$ cat src/sv/mp2d_pkg.sv
// mp2d_pkg: shared types, constants and window arithmetic for the max pool block.
// Used by every module of max_pool_2d_stream; depends on nothing.

package mp2d_pkg;

   // Internal axis arithmetic width: covers planes up to 4096 plus padding and stride.
   localparam int AXIS_W    = 14;
   localparam int KERN_W    = 5;
   localparam int STEP_W    = 4;
   localparam int PAD_W     = 3;
   localparam int SEQ_W     = 6;
   localparam int OUT_IDX_W = 11;
   localparam int CSR_IDX_W = 4;
   localparam int CSR_DATA_W = 11;

   localparam int DEF_MAX_COLS    = 1024;
   localparam int DEF_MAX_ROWS    = 1024;
   localparam int DEF_MAX_KERNEL  = 8;
   localparam int DEF_SAMPLE_BITS = 16;

   typedef enum logic [CSR_IDX_W-1:0] {
      CFG_IN_ROWS     = 4'd0,
      CFG_IN_COLS     = 4'd1,
      CFG_KERNEL_ROWS = 4'd2,
      CFG_KERNEL_COLS = 4'd3,
      CFG_STEP_ROWS   = 4'd4,
      CFG_STEP_COLS   = 4'd5,
      CFG_PAD_ROWS    = 4'd6,
      CFG_PAD_COLS    = 4'd7
   } cfg_index_type;

   typedef enum logic [2:0] {
      BK_IDLE,
      BK_SETUP,
      BK_READ,
      BK_DRAIN,
      BK_FINISH
   } back_state_type;

   // Effective (clamped) settings of one axis.
   typedef struct packed {
      logic [AXIS_W-1:0] n;
      logic [KERN_W-1:0] k;
      logic [STEP_W-1:0] s;
      logic [PAD_W-1:0]  p;
   } axis_type;

   // One request's run of windows, handed from front to back.
   typedef struct packed {
      logic [AXIS_W-1:0] ro;
      logic [AXIS_W-1:0] rbeg;
      logic              row_all;
      logic [AXIS_W-1:0] co;
      logic [AXIS_W-1:0] cbeg;
      logic              col_all;
      logic [SEQ_W-1:0]  seq;
      logic [SEQ_W-1:0]  base;
   } task_type;

   // Unclamped last index of the window starting at padded position beg.
   function automatic logic [AXIS_W-1:0] win_end(axis_type a, logic [AXIS_W-1:0] beg);
      win_end = beg + AXIS_W'(a.k) - AXIS_W'(1) - AXIS_W'(a.p);
   endfunction

   // Window fits inside the padded axis.
   function automatic logic win_ok(axis_type a, logic [AXIS_W-1:0] beg);
      logic [AXIS_W:0] lhs;
      logic [AXIS_W:0] span;
      lhs  = {1'b0, beg} + (AXIS_W+1)'(a.k);
      span = {1'b0, a.n} + (AXIS_W+1)'({a.p, 1'b0});
      win_ok = lhs <= span;
   endfunction

   function automatic logic [AXIS_W-1:0] win_first(axis_type a, logic [AXIS_W-1:0] beg);
      win_first = (beg >= AXIS_W'(a.p)) ? beg - AXIS_W'(a.p) : '0;
   endfunction

   function automatic logic [AXIS_W-1:0] win_last(axis_type a, logic [AXIS_W-1:0] beg);
      logic [AXIS_W-1:0] e;
      e = win_end(a, beg);
      win_last = (e > a.n - AXIS_W'(1)) ? a.n - AXIS_W'(1) : e;
   endfunction

endpackage

$ cat src/sv/mp2d_front.sv
// mp2d_front: accepts samples, tracks the plane position and the next window on each
// axis, writes the line store and queues the run of windows each sample completes.
// Depends on mp2d_pkg.

module mp2d_front import mp2d_pkg::*; #(
   parameter int SAMPLE_BITS = DEF_SAMPLE_BITS,
   parameter int SLOT_BITS   = 4,
   parameter int COL_BITS    = 10,
   parameter int MAX_KERNEL  = DEF_MAX_KERNEL
) (
   input  logic                   clock,
   input  logic                   reset,
   input  logic                   restart,
   input  axis_type               axis_r,
   input  axis_type               axis_c,
   input  logic                   req_tvalid,
   output logic                   req_tready,
   input  logic [SAMPLE_BITS-1:0] sample,
   input  logic                   q_full,
   output logic                   q_push,
   output task_type               q_task,
   input  logic                   older_busy,
   input  logic [SEQ_W-1:0]       older_seq,
   output logic                   wr_en,
   output logic [SLOT_BITS-1:0]   wr_slot,
   output logic [COL_BITS-1:0]    wr_col,
   output logic [SAMPLE_BITS-1:0] wr_data
);
   logic [AXIS_W-1:0] r_ff, r_in, c_ff, c_in;
   logic [AXIS_W-1:0] ro_ff, ro_in, rbeg_ff, rbeg_in;
   logic [AXIS_W-1:0] co_ff, co_in, cbeg_ff, cbeg_in;
   logic [SEQ_W-1:0]  seq_ff, seq_in;
   logic [SEQ_W-1:0]  lag;
   logic              room, take, last_r, last_c, hit_r, hit_c, match_r, match_c;

   always_comb begin
      // Rows still being read by older work must not be overwritten.
      lag        = seq_ff - older_seq;
      room       = !older_busy || (lag < SEQ_W'(MAX_KERNEL));
      req_tready = !q_full && room;
      take       = req_tvalid && req_tready;

      last_r  = r_ff == axis_r.n - AXIS_W'(1);
      last_c  = c_ff == axis_c.n - AXIS_W'(1);
      hit_r   = win_end(axis_r, rbeg_ff) == r_ff;
      hit_c   = win_end(axis_c, cbeg_ff) == c_ff;
      match_r = win_ok(axis_r, rbeg_ff) && (hit_r || last_r);
      match_c = win_ok(axis_c, cbeg_ff) && (hit_c || last_c);

      q_push          = take && match_r && match_c;
      q_task.ro       = ro_ff;
      q_task.rbeg     = rbeg_ff;
      q_task.row_all  = last_r;
      q_task.co       = co_ff;
      q_task.cbeg     = cbeg_ff;
      q_task.col_all  = last_c;
      q_task.seq      = seq_ff;
      q_task.base     = seq_ff - r_ff[SEQ_W-1:0];

      wr_en   = take;
      wr_slot = seq_ff[SLOT_BITS-1:0];
      wr_col  = c_ff[COL_BITS-1:0];
      wr_data = sample;

      r_in = r_ff;  c_in = c_ff;  seq_in = seq_ff;
      ro_in = ro_ff;  rbeg_in = rbeg_ff;
      co_in = co_ff;  cbeg_in = cbeg_ff;
      if (restart) begin
         r_in = '0;  c_in = '0;
         ro_in = '0;  rbeg_in = '0;
         co_in = '0;  cbeg_in = '0;
      end else if (take) begin
         if (last_c) begin
            c_in    = '0;
            co_in   = '0;
            cbeg_in = '0;
            seq_in  = seq_ff + SEQ_W'(1);
            if (last_r) begin
               r_in    = '0;
               ro_in   = '0;
               rbeg_in = '0;
            end else begin
               r_in = r_ff + AXIS_W'(1);
               if (hit_r) begin
                  ro_in   = ro_ff + AXIS_W'(1);
                  rbeg_in = rbeg_ff + AXIS_W'(axis_r.s);
               end
            end
         end else begin
            c_in = c_ff + AXIS_W'(1);
            if (hit_c) begin
               co_in   = co_ff + AXIS_W'(1);
               cbeg_in = cbeg_ff + AXIS_W'(axis_c.s);
            end
         end
      end
   end

   always_ff @(posedge clock) begin
      if (reset) begin
         r_ff <= '0;  c_ff <= '0;  seq_ff <= '0;
         ro_ff <= '0;  rbeg_ff <= '0;
         co_ff <= '0;  cbeg_ff <= '0;
      end else begin
         r_ff <= r_in;  c_ff <= c_in;  seq_ff <= seq_in;
         ro_ff <= ro_in;  rbeg_ff <= rbeg_in;
         co_ff <= co_in;  cbeg_ff <= cbeg_in;
      end
   end

endmodule

$ cat config.mk
export PLATFORM = sky130hd
export DESIGN_NAME = mp2d_front
export DESIGN_NICKNAME = d
export VERILOG_FILES = /design/src/sv/mp2d_pkg.sv /design/src/sv/mp2d_front.sv
export SDC_FILE = /design/constraint.sdc
export NUM_CORES = 1
export LEC_CHECK = 0
export ABC_AREA = 1
export BUFFER_PORTS_ARGS = -buffer_cell sky130_fd_sc_hd__buf_2
export CELL_PAD_IN_SITES_DETAIL_PLACEMENT = 1
export CELL_PAD_IN_SITES_GLOBAL_PLACEMENT = 1
export CORE_UTILIZATION = 37
export CTS_CLUSTER_SIZE = 30
export DETAILED_ROUTE_END_ITERATION = 6
export PLACE_DENSITY = 0.86
export SKIP_LAST_GASP = 1
export SLEW_MARGIN = 5
export SYNTH_ARGS = -nofsm -noshare
export SYNTH_HDL_FRONTEND = slang
export SYNTH_SLANG_ARGS = --single-unit
$ cat constraint.sdc
create_clock -name clock -period 4.1 [get_ports clock]
set_input_delay 0.82 -clock clock [delete_from_list [all_inputs] [get_ports clock]]
set_output_delay 0.82 -clock clock [all_outputs]
set_load 0.1 [all_outputs]
After elaboration in Yosys (flattened, before gate mapping) --
Index checks and enable logic that the tools add are counted.
Word-level totals: register bits after elaboration 90, output and inout bits 103, word-level logic and storage cells 64
Operators by class: add/sub/neg operators 21, magnitude comparators 3, equality and inequality tests 4, multiplexer cells 10, bitwise operators 1, reductions and logical operators 18
Operators by type and width (number):
- 14-bit 2-to-1 mux | 10
- 14-bit by 1-bit adder with 14-bit output, second input constant | 4
- 14-bit == test | 4
- 14-bit by 1-bit subtractor with 14-bit output, second input constant | 4
- 14-bit by 4-bit adder with 15-bit output | 2
- 14-bit by 5-bit adder with 15-bit output | 2
- 15-bit <= comparator | 2
- 14-bit by 4-bit adder with 14-bit output | 2
- 14-bit by 5-bit adder with 14-bit output | 2
- 14-bit by 3-bit subtractor with 14-bit output | 2
- 6-bit subtractor | 2
- 6-bit by 1-bit adder with 6-bit output, second input constant | 1
- 1-bit logical AND | 6
- 6-bit by 4-bit less-than comparator with 1-bit output, second input constant | 1
- 3-bit AND reduction | 2
- 2-bit AND reduction | 2
- 2-bit nonzero test | 2
- 1-bit logical OR | 3
- 1-bit zero test | 2
- 2-bit OR reduction | 1
- 1-bit inverter | 1

Longest topological paths before layout --
Gate-level depths: netlist (run 1).
depth after elaboration 8, mapped depth 25, gate-level depth less buffers 24

Worst setup path after synthesis (run 1) --
No wires, ideal clock.
path type register to output, from register cbeg_ff[0], to output port q_push, data arrival time 4.814 ns, required time 3.280 ns, path slack -1.534 ns, stages on the path, launching flop included 18, path buffers 0, cell sequence dfxtp_1 ha_1 inv_1 fa_1 o31ai_1 nand2_1 a21oi_1 nand2_1 nor2_1 xor2_1 ha_1 a21oi_1 o21ai_0 a21oi_1 nor2_1 o21bai_1 a21oi_1 nor2_1
On the way: longest elaborated chain between the ends 7
Ends and longest elaborated chain:
- from (decl) | line mp2d_front.sv:31 | logic [AXIS_W-1:0] co_ff, co_in, cbeg_ff, cbeg_in;
- from (signal assigned) | line mp2d_front.sv:107 | co_ff <= co_in; cbeg_ff <= cbeg_in;
- 14-bit by 5-bit adder with 14-bit output | line mp2d_pkg.sv:62 | win_end = beg + AXIS_W'(a.k) - AXIS_W'(1) - AXIS_W'(a.p);
- 14-bit by 1-bit subtractor with 14-bit output | line mp2d_pkg.sv:62
- 14-bit by 3-bit subtractor with 14-bit output | line mp2d_pkg.sv:62
- 14-bit == test | line mp2d_front.sv:46 | hit_c = win_end(axis_c, cbeg_ff) == c_ff;
- 1-bit logical OR | line mp2d_front.sv:48 | match_c = win_ok(axis_c, cbeg_ff) && (hit_c || last_c);
- 1-bit logical AND (*) | line mp2d_front.sv:48
- 1-bit logical AND (*) | line mp2d_front.sv:50 | q_push = take && match_r && match_c;
- to (decl) | line mp2d_front.sv:20 | output logic q_push,
Mark *: on every way between the ends. The rest lies on a longest branch, timed or not.

Worst setup path in the final report (run 1) --
from input port axis_r[7] in the netlist's numbering, to output port q_push
On the way: longest elaborated chain between the ends 8
Ends and longest elaborated chain:
- from (decl) | line mp2d_front.sv:14 | input axis_type axis_r,
- 14-bit by 5-bit adder with 14-bit output | line mp2d_pkg.sv:62
- 14-bit by 1-bit subtractor with 14-bit output | line mp2d_pkg.sv:62
- 14-bit by 3-bit subtractor with 14-bit output | line mp2d_pkg.sv:62
- 14-bit == test | line mp2d_front.sv:45 | hit_r = win_end(axis_r, rbeg_ff) == r_ff;
- 1-bit logical OR | line mp2d_front.sv:47 | match_r = win_ok(axis_r, rbeg_ff) && (hit_r || last_r);
- 1-bit logical AND (*) | line mp2d_front.sv:47
- 1-bit logical AND (*) (2 in a row) | line mp2d_front.sv:50
Marked as above.

==> results.json, run 1 <==
{
  "utilization_pct": 46.5,
  "grtUsageMet2_pct": 49.0,
  "yosys-top-cells-count": "462 x nand2_1, 276 x inv_1, 195 x nor2_1, 168 x nand3_1, 116 x xor2_1",
  "synth_fp_nets": 2053,
  "yosysMostFrequentCell": "nand2_1",
  "grt_max_degree": 46,
  "rsz0062_at_grt": "true",
  "grt_overflow_total": 0,
  "grt_pass1_wl_um": 67300,
  "synth_top_area_cell": "dfxtp_1",
  "tritoncts": "built",
  "gp_congestion": 0.923,
  "end_kind": "output pin",
  "syn-mean-instance-area_um2": 6.22,
  "num_io_pins": 183,
  "synth_warnings": 0,
  "dieHeight_um": 178,
  "cp_slowest_cell": "fa_2",
  "area_growth_pct": 23.7,
  "die_area_um2": 31700,
  "finalSetupViolCount": 1,
  "grt_pass1_vias": 13400,
  "tightest_slew_ns": 0.675,
  "crit_path_start_kind": "input port",
  "nNetsFinal": 2292,
  "ant_nets": 0,
  "path_cells": "buf_8 > ha_4 > inv_4 > fa_2 > nor2_1 > o21ai_1 > nand2_1 > nand2_2 > a21oi_4 > buf_4 > buf_4 > xor2_1 > ha_1 > buf_4 > a21oi_1 > nand2_1 > nand2_1 > a22oi_2 > a21oi_2 > nand2_2 > nor2_4 > buf_12",
  "slew_viol_final": 0,
  "crit_type": "in -> out",
  "fin_ws_ns": -0.725,
  "synth_seq_cells": 90,
  "synth_edf_count": 0,
  "maxCapViolations": 0,
  "ir_drop_v": 0.000151,
  "drc_errors": 0,
  "crit_fanout": 2,
  "max_stage_delay_ns": 0.39,
  "netlist_area_um2": 11500,
  "met1_usage_pct": 30.9,
  "start_util_pct": 37.6,
  "power_density_nw_per_um2": 172,
  "status": "finished with violations",
  "busiest_layer": "met2",
  "cp.required_ns": 3.28,
  "period_minus_slack_ns": 4.83,
  "synth_top_area_share_pct": 15.7,
  "viasPerCell": 5.45,
  "nFillCells": 4104,
  "htreeDepth": 3,
  "num_rows": 64,
  "dp_hpwl_um": 33800,
  "core_region_area_um2": 30500,
  "worst_hold_slack_ns": 0.494,
  "critPathBufInv": 6,
  "vias": 13537,
  "clkTransAtPathRegs_ns": 0.07,
  "antenna_found_initial": 1,
  "clk_path_buf_depth": 2,
  "drive_above_1_share_pct": 21.2,
  "hold_class": "reg -> reg",
  "max_freq_mhz": 207,
  "cts.sinks": 90,
  "leakagePower_uw": 0.00715,
  "totalWireLength_um": 47100,
  "cp.arrival_ns": 4.01,
  "insertion_delay_ns": 0.37,
  "violations": "negative setup slack",
  "port_buffers": 150,
  "ys_seq_area_share_pct": 15.7,
  "post_drt_wl_per_cell_um": 19.0,
  "synth_area_leaders": "dfxtp_1 16%, nand2_1 15%, ha_1 12%",
  "met3_usage_pct": 3.09,
  "fin_crit_sh_pct": 118,
  "skew_ns": 0.0120,
  "drt-initial-drc-count": 827,
  "synth_cell_types": 49,
  "numCtsBuffers": 9,
  "relSlewSlack_pct": 54.9,
  "ys.flop_type": "dfxtp_1",
  "critPathTopFamily": "adder cells",
  "die_x_um": 178,
  "synthCells": 1844,
  "dr.pass1.iters": 5,
  "async_flop_share_pct": 0,
  "hold_viol": 0,
  "grt_util_all_layers_pct": 26.7,
  "cts_root_buf": "clkbuf_16"
}
[sequential cells by signal, summed over array words and instances (netlist names)]
| name | flops |
|---|---|
| rbeg_ff | 14 |
| ro_ff | 14 |
| cbeg_ff | 14 |
| seq_ff | 6 |
| c_ff | 14 |
| co_ff | 14 |
| r_ff | 14 |
[layer usage]
layer  part of all wire [%]  wire length (um)  vias to the layer above
met5                      0                 0                        -
met2                     49             23300                      535
met3                    5.5              2610                      229
met1                     39             18400                     6510
met4                    5.9              2770                        0
li1                       -                 -                     6263
[path summary, 6_finish.rpt]
| path | from | end | slack [ns] | cells after the start |
|---|---|---|---|---|
| setup reg to reg | rbeg_ff[0]$_SDFFE_PP0P_ | rbeg_ff[10]$_SDFFE_PP0P_ | 0.18 | 26 |
| hold / removal | cbeg_ff[3]$_SDFFE_PP0P_ | cbeg_ff[3]$_SDFFE_PP0P_ | 0.49 | 2 |
| hold reg to reg | cbeg_ff[3]$_SDFFE_PP0P_ | cbeg_ff[3]$_SDFFE_PP0P_ | 0.49 | 2 |
| setup / recovery | axis_r[7] | q_push | -0.73 | 22 |
[logic make-up (layout without fill, tap and decap cells)]
group | Yosys count | count (layout) | share of synthesized area (%)
AND/OR/NAND/NOR | 942 | 942 | 35.7
buffers and inverters | 365 | 609 | 13.9
AO/OA/AOI/OAI | 162 | 162 | 7.63
XOR/XNOR | 156 | 156 | 12.0
adder cells (fa/ha/maj) | 129 | 129 | 15.1
flip-flops | 90 | 90 | 15.7
other | 0 | 1 | 0
[worst reg2reg max path, cell delays in order (launching register included)]
cell,delay [ns]
dfxtp_2,0.37
inv_1,0.08
fa_1,0.38
inv_1,0.11
ha_2,0.20
inv_2,0.04
fa_2,0.36
inv_2,0.09
nand3_2,0.08
nand2_1,0.12
buf_4,0.15
nand2_1,0.09
nand2_2,0.12
nand2_1,0.08
nand2_1,0.10
buf_4,0.11
nand2_1,0.08
nor2_1,0.14
nand3_1,0.11
nor2_1,0.12
nand3_1,0.13
nand2_4,0.17
buf_12,0.17
nand3_1,0.13
nand2_1,0.10
inv_1,0.07
nor2_1,0.13
[stage by stage]
step	power (uW)	setup TNS [ns]	worst slack (ns)	std cells	area, um^2
finish	2440	-0.725	-0.725	2485	14200
global route	2520	-1.15	-0.871	2485	14200
CTS	2360	-0.593	-0.593	2480	13900
detailed placement	1490	-2.58	-0.856	2459	13500
global placement	1460	-0.738	-0.738	2459	13500
floorplan	1310	-0.381	-0.381	1844	11500
[cells in the final DEF, fill, tap and decap left out, types with 10 or more instances in the layout]
master	count
nand3b_1	14
nand4_1	26
o21ai_0	22
xnor2_1	38
inv_1	269
xor2_1	109
nand3_1	160
nor3_1	26
buf_4	148
nand2_2	10
nor2_1	188
inv_2	17
nand2_1	452
nand3_2	10
fa_1	10
buf_2	142
ha_1	107
a21oi_1	98
nor2_2	19
dfxtp_1	84
[power breakdown]
| group | total, uW | switching [uW] | internal, uW |
|---|---|---|---|
| registers | 874 | 0.863 | 874 |
| clock network | 886 | 436 | 450 |
| logic | 675 | 411 | 265 |
[layout make-up]
type / count / area, um^2 / share of cell area [%]
Antenna cell: 1 / 2.50 / 0.0177
Clock buffer: 11 / 253 / 1.78
Clock inverter: 5 / 36.3 / 0.256
Inverter: 290 / 1100 / 7.73
Multi-Input combinational cell: 1389 / 8450 / 59.6
Sequential cell: 90 / 1810 / 12.8
Tap cell: 396 / 495 / 3.49
Timing Repair Buffer: 303 / 2030 / 14.3
[repair_timing]
| action | CTS | global route |
|---|---|---|
| setup buffers | 5 | 4 |
| hold buffers | 0 | 0 |
| endpoints found under the hold margin | 0 | 0 |
| gates resized for setup | 29 | 59 |
| pin swaps | 22 | 47 |
| endpoints found under the setup margin | 1 | 1 |
No activity file was read; power rests on OpenSTA's default activity.
==> run 2, diff against run 1 <==
--- a/config.mk
+++ b/config.mk
@@ -12,6 +12,7 @@
 export CORE_UTILIZATION = 37
 export CTS_CLUSTER_SIZE = 30
 export DETAILED_ROUTE_END_ITERATION = 6
+export MAX_ROUTING_LAYER = met4
 export PLACE_DENSITY = 0.86
 export SKIP_LAST_GASP = 1
 export SLEW_MARGIN = 5
==> results.json, run 2 (synthesized netlist as in run 1, its figures left out) <==
{
  "nNetsFinal": 2283,
  "utilization_pct": 45.3,
  "power_density_nw_per_um2": 173,
  "grt_overflow_total": 0,
  "worst_hold_slack_ns": 0.504,
  "hold_viol": 0,
  "clkTransAtPathRegs_ns": 0.09,
  "viasPerCell": 5.18,
  "crit_top_cell": "nand2_1",
  "htreeDepth": 3,
  "holdCritStartpoint": "co_ff[11]$_SDFFE_PP0P_",
  "num_io_pins": 183,
  "maxCapViolations": 0,
  "drive_above_1_share_pct": 18.7,
  "die_area_um2": 31700,
  "critPathBufInv": 4,
  "cp.required_ns": 3.28,
  "mostFrequentLayoutCell": "nand2_1",
  "drt-initial-drc-count": 613,
  "leakagePower_uw": 0.00705,
  "grt_max_degree": 46,
  "skew_ns": 0.0184,
  "max_stage_delay_ns": 0.55,
  "cp.arrival_ns": 4.10,
  "place_area_um2": 13400,
  "gp_congestion": 0.920,
  "rsz0062_at_grt": "true",
  "status": "finished with violations",
  "end_kind": "output pin",
  "max_freq_mhz": 203,
  "period_minus_slack_ns": 4.92,
  "crit_type": "in -> out",
  "ant_nets": 0,
  "die_x_um": 178,
  "cts_root_buf": "clkbuf_16",
  "stdcell_area_um2": 13800,
  "regToRegEndpoint": "rbeg_ff[13]$_SDFFE_PP0P_",
  "clk_path_buf_depth": 2,
  "dieHeight_um": 178,
  "port_buffers": 150,
  "tritoncts": "built",
  "r2r_cells": 20,
  "fin_ws_ns": -0.825,
  "area_growth_pct": 20.5,
  "hold_class": "reg -> reg",
  "totalWireLength_um": 41200,
  "grt_pass1_vias": 13488,
  "post_drt_wl_per_cell_um": 16.6,
  "dp_hpwl_um": 33700,
  "antenna_found_initial": 1,
  "final_cell_mix": "459 x nand2_1, 275 x inv_1, 189 x nor2_1, 166 x nand3_1, 147 x buf_2",
  "numCtsBuffers": 9,
  "crit_path_start_kind": "input port",
  "critPathTopFamily": "simple AND/OR/NAND/NOR gates",
  "violations": "negative setup slack",
  "slew_viol_final": 0,
  "finalSetupViolCount": 1,
  "grt_pass1_wl_um": 66500,
  "cts.sinks": 90,
  "insertion_delay_ns": 0.37,
  "cp_slowest_cell": "fa_1",
  "start_util_pct": 37.6,
  "core_region_area_um2": 30500,
  "tightest_slew_ns": 0.702,
  "dr.pass1.iters": 4,
  "fin_crit_sh_pct": 120,
  "num_rows": 64,
  "grt_util_all_layers_pct": 27.0,
  "relSlewSlack_pct": 53.1,
  "timing.rr.start": "rbeg_ff[0]$_SDFFE_PP0P_",
  "hold-path-endpoint": "co_ff[11]$_SDFFE_PP0P_",
  "path_cells": "buf_2 > inv_1 > fa_1 > ha_4 > inv_1 > fa_2 > nand2_1 > nand2_1 > nand3_1 > nor2_2 > nand2_1 > nor2_1 > nand3b_1 > nor3_2 > nand4_1 > a21oi_2 > nand2_2 > nor2_4 > buf_12",
  "vias": 12833,
  "crit_fanout": 2,
  "drc_errors": 0,
  "holdPathStages": 2,
  "regToRegSetupSlack_ns": 0.52,
  "ir_drop_v": 0.000154
}
-- run 2: report_power, final --
part           switching, uW  internal (uW)  total (uW)  leakage, uW
registers              0.922            874         875     0.000728
logic                    367            249         617      0.00618
clock network            422            479         900     0.000147
total                    790           1600        2390      0.00705
-- run 2: cell type report --
type / instances / area, um^2
Antenna cell: 1 / 2.50
Clock buffer: 9 / 225
Clock inverter: 7 / 73.8
Fill cell: 4156 / 16700
Inverter: 290 / 1090
Multi-Input combinational cell: 1389 / 8200
Sequential cell: 90 / 1810
Tap cell: 396 / 495
Timing Repair Buffer: 294 / 1910
-- run 2: per-stage QoR --
stage / cells / setup TNS (ns) / setup WS [ns] / power, uW
2_1_floorplan: 1844 / -0.381 / -0.381 / 1310
3_3_place_gp: 2458 / -0.679 / -0.679 / 1460
3_5_place_dp: 2458 / -1.64 / -0.788 / 1500
4_1_cts: 2475 / -0.664 / -0.664 / 2400
5_1_grt: 2476 / -0.954 / -0.954 / 2500
6_report: 2476 / -0.825 / -0.825 / 2390
-- run 2: repair_timing --
item / 4_1_cts / 5_1_grt
buffers inserted: 1 / 0
hold buffers: 0 / 0
gates cloned: 0 / 0
hold endpoints to repair: 0 / 0
pin swaps: 8 / 6
gates resized for setup: 12 / 5
setup endpoints to repair: 1 / 3
-- run 2: worst reg2reg max path, cell delays in order (launching register included) --
cell      delay, ns
dfxtp_2        0.35
inv_1          0.07
fa_1           0.37
inv_1          0.12
ha_4           0.18
inv_1          0.08
fa_2           0.54
nand2_1        0.06
nand2_1        0.07
nand3_1        0.09
nor2_2         0.15
nand2_1        0.08
nor2_1         0.13
nand3b_1       0.12
nor3_2         0.14
nand4_1        0.24
buf_4          0.21
nand2_1        0.05
nand2_1        0.15
nor2_1         0.22
nor2_1         0.06
-- run 2: how the worst max path moves through the flow --
stage | from | to | slack, ns | cells after the start
after floorplan | axis_r[0] | q_push | -0.38 | 20
after global placement | axis_r[1] | q_push | -0.68 | 20
after detailed placement | axis_r[1] | q_push | -0.79 | 19
after CTS | axis_r[1] | q_push | -0.66 | 20
after global routing | axis_r[1] | q_push | -0.95 | 19
final | axis_r[1] | q_push | -0.82 | 19
-- run 2: routing by layer --
metal	share of wire [%]	vias to the layer above	global-route usage [%]
met3	3.4	96	2.73
li1	-	6242	-
met5	0	-	-
met1	42	6210	30.3
met2	51	285	48.4
met4	3.7	0	11.3
==> run 3, diff against run 2 <==
--- a/config.mk
+++ b/config.mk
@@ -9,6 +9,7 @@
 export BUFFER_PORTS_ARGS = -buffer_cell sky130_fd_sc_hd__buf_2
 export CELL_PAD_IN_SITES_DETAIL_PLACEMENT = 1
 export CELL_PAD_IN_SITES_GLOBAL_PLACEMENT = 1
+export CORE_ASPECT_RATIO = 1.4
 export CORE_UTILIZATION = 37
 export CTS_CLUSTER_SIZE = 30
 export DETAILED_ROUTE_END_ITERATION = 6
==> results.json, run 3 (synthesized netlist as in run 1, its figures left out) <==
{
  "end_kind": "output pin",
  "power_frac_comb_pct": 27.8,
  "dp_hpwl_um": 33800,
  "cts_root_buf": "clkbuf_16",
  "crit_fanout": 2,
  "core_region_area_um2": 30200,
  "holdPathStages": 2,
  "max_freq_mhz": 205,
  "drc_errors": 0,
  "ff_latch_area_um2": 1810,
  "clkTransAtPathRegs_ns": 0.08,
  "drive_above_1_share_pct": 23.2,
  "grt_max_degree": 46,
  "gp_congestion": 0.907,
  "clk_path_buf_depth": 2,
  "num_io_pins": 183,
  "antenna_found_initial": 1,
  "viasPerCell": 5.32,
  "fin_ws_ns": -0.780,
  "finalSetupViolCount": 1,
  "violations": "negative setup slack",
  "slew_viol_final": 0,
  "crit_type": "in -> out",
  "multi_input_area_um2": 8730,
  "rsz0062_at_grt": "true",
  "ant_nets": 0,
  "p_clk_share_pct": 35.8,
  "power_frac_seq_pct": 36.3,
  "numCtsBuffers": 9,
  "p_sw_uw": 838,
  "nFillCells": 4095,
  "utilization_pct": 47.9,
  "num_rows": 75,
  "relSlewSlack_pct": 59.0,
  "dr.pass1.iters": 5,
  "tightest_slew_ns": 0.615,
  "final_cell_mix": "443 x nand2_1, 265 x inv_1, 180 x nor2_1, 162 x nand3_1, 157 x buf_4",
  "start_util_pct": 37.9,
  "regToRegSetupSlack_ns": 0.22,
  "vias": 13210,
  "grt_pass1_vias": 14352,
  "dieHeight_um": 210,
  "maxCapViolations": 0,
  "die_x_um": 151,
  "htreeDepth": 3,
  "dp_worst_setup_slack_ns": -0.870,
  "leakagePower_uw": 0.00722,
  "grt_pass1_wl_um": 68400,
  "die_area_um2": 31700,
  "cp.required_ns": 3.28,
  "power_density_nw_per_um2": 166,
  "totalWireLength_um": 45800,
  "hold_viol": 0,
  "r2r_cells": 23,
  "period_minus_slack_ns": 4.88,
  "port_buffers": 150,
  "insertion_delay_ns": 0.36,
  "area_growth_pct": 26.4,
  "skew_ns": 0.0131,
  "grt_overflow_total": 0,
  "p_int_uw": 1570,
  "fin_crit_sh_pct": 119,
  "ir_drop_v": 0.000171,
  "status": "finished with violations",
  "nNetsFinal": 2300,
  "grt_util_all_layers_pct": 28.1,
  "drt-initial-drc-count": 437,
  "mostFrequentLayoutCell": "nand2_1",
  "cp.arrival_ns": 4.06,
  "crit_path_start_kind": "input port",
  "p_sw_share_pct": 34.8,
  "post_drt_wl_per_cell_um": 18.4,
  "hold_class": "reg -> reg",
  "hold_buffers": 0,
  "cts.sinks": 90,
  "tritoncts": "built"
}
## run 3: critical path: stages
cell     delay, ns
buf_2         0.12
ha_1          0.33
inv_1         0.10
buf_4         0.15
nor2_4        0.11
o21ai_2       0.08
nand2_1       0.13
nand2_2       0.10
a21oi_4       0.20
nand2_4       0.09
nor2_4        0.11
nand2_2       0.10
nor2_2        0.10
ha_1          0.29
a21oi_1       0.26
o21ai_1       0.13
a21oi_2       0.14
a22oi_2       0.09
a21oi_2       0.17
nand2_2       0.11
nor2_4        0.15
buf_12        0.18
## run 3: power groups by stage
stage,Combinational (uW),Sequential (uW),Clock (uW)
3_3_place_gp,555,895,0
3_5_place_dp,585,896,0
2_1_floorplan,418,895,0
4_1_cts,601,875,876
6_report,671,875,864
5_1_grt,730,875,907
## run 3: per-stage QoR
step	power (uW)	setup TNS (ns)	hold slack [ns]	area, um^2	instances
final	2410	-0.780	0.507	14500	2482
after global routing	2510	-0.961	0.538	14500	2482
after global placement	1450	-1.00	0.483	13400	2445
after floorplan	1310	-0.381	0.494	11500	1844
after detailed placement	1480	-8.23	0.502	13400	2445
after CTS	2350	-1.95	0.515	14000	2474
## run 3: final timing paths
| kind | to | startpoint |
|---|---|---|
| setup / recovery | q_push | axis_r[9] |
| hold / removal | co_ff[11]$_SDFFE_PP0P_ | co_ff[11]$_SDFFE_PP0P_ |
| setup reg to reg | rbeg_ff[13]$_SDFFE_PP0P_ | rbeg_ff[1]$_SDFFE_PP0P_ |
| hold reg to reg | co_ff[11]$_SDFFE_PP0P_ | co_ff[11]$_SDFFE_PP0P_ |
## run 3: layout make-up
cell class / count / area share (%)
diodes: 1 / 0.0173
clock inverters: 7 / 0.449
flip-flops and latches: 90 / 12.5
well taps: 385 / 3.32
multi-input cells: 1389 / 60.3
repair buffers: 311 / 14.3
inverters: 290 / 7.57
clock buffers: 9 / 1.55
## run 3: layer usage
layer | wire length [um] | GRT usage (%) | up-vias
met5 | 0 | - | -
met4 | 2940 | 17.3 | 0
met3 | 1390 | 2.90 | 184
met2 | 25100 | 54.0 | 359
met1 | 16400 | 25.9 | 6403
li1 | - | - | 6264
## run 3: what timing repair did
| item | 4_1_cts | 5_1_grt |
|---|---|---|
| cloned | 0 | 0 |
| buffers inserted | 13 | 13 |
| pin swaps | 24 | 66 |
| resized for setup | 40 | 106 |
| setup endpoints to repair | 1 | 36 |
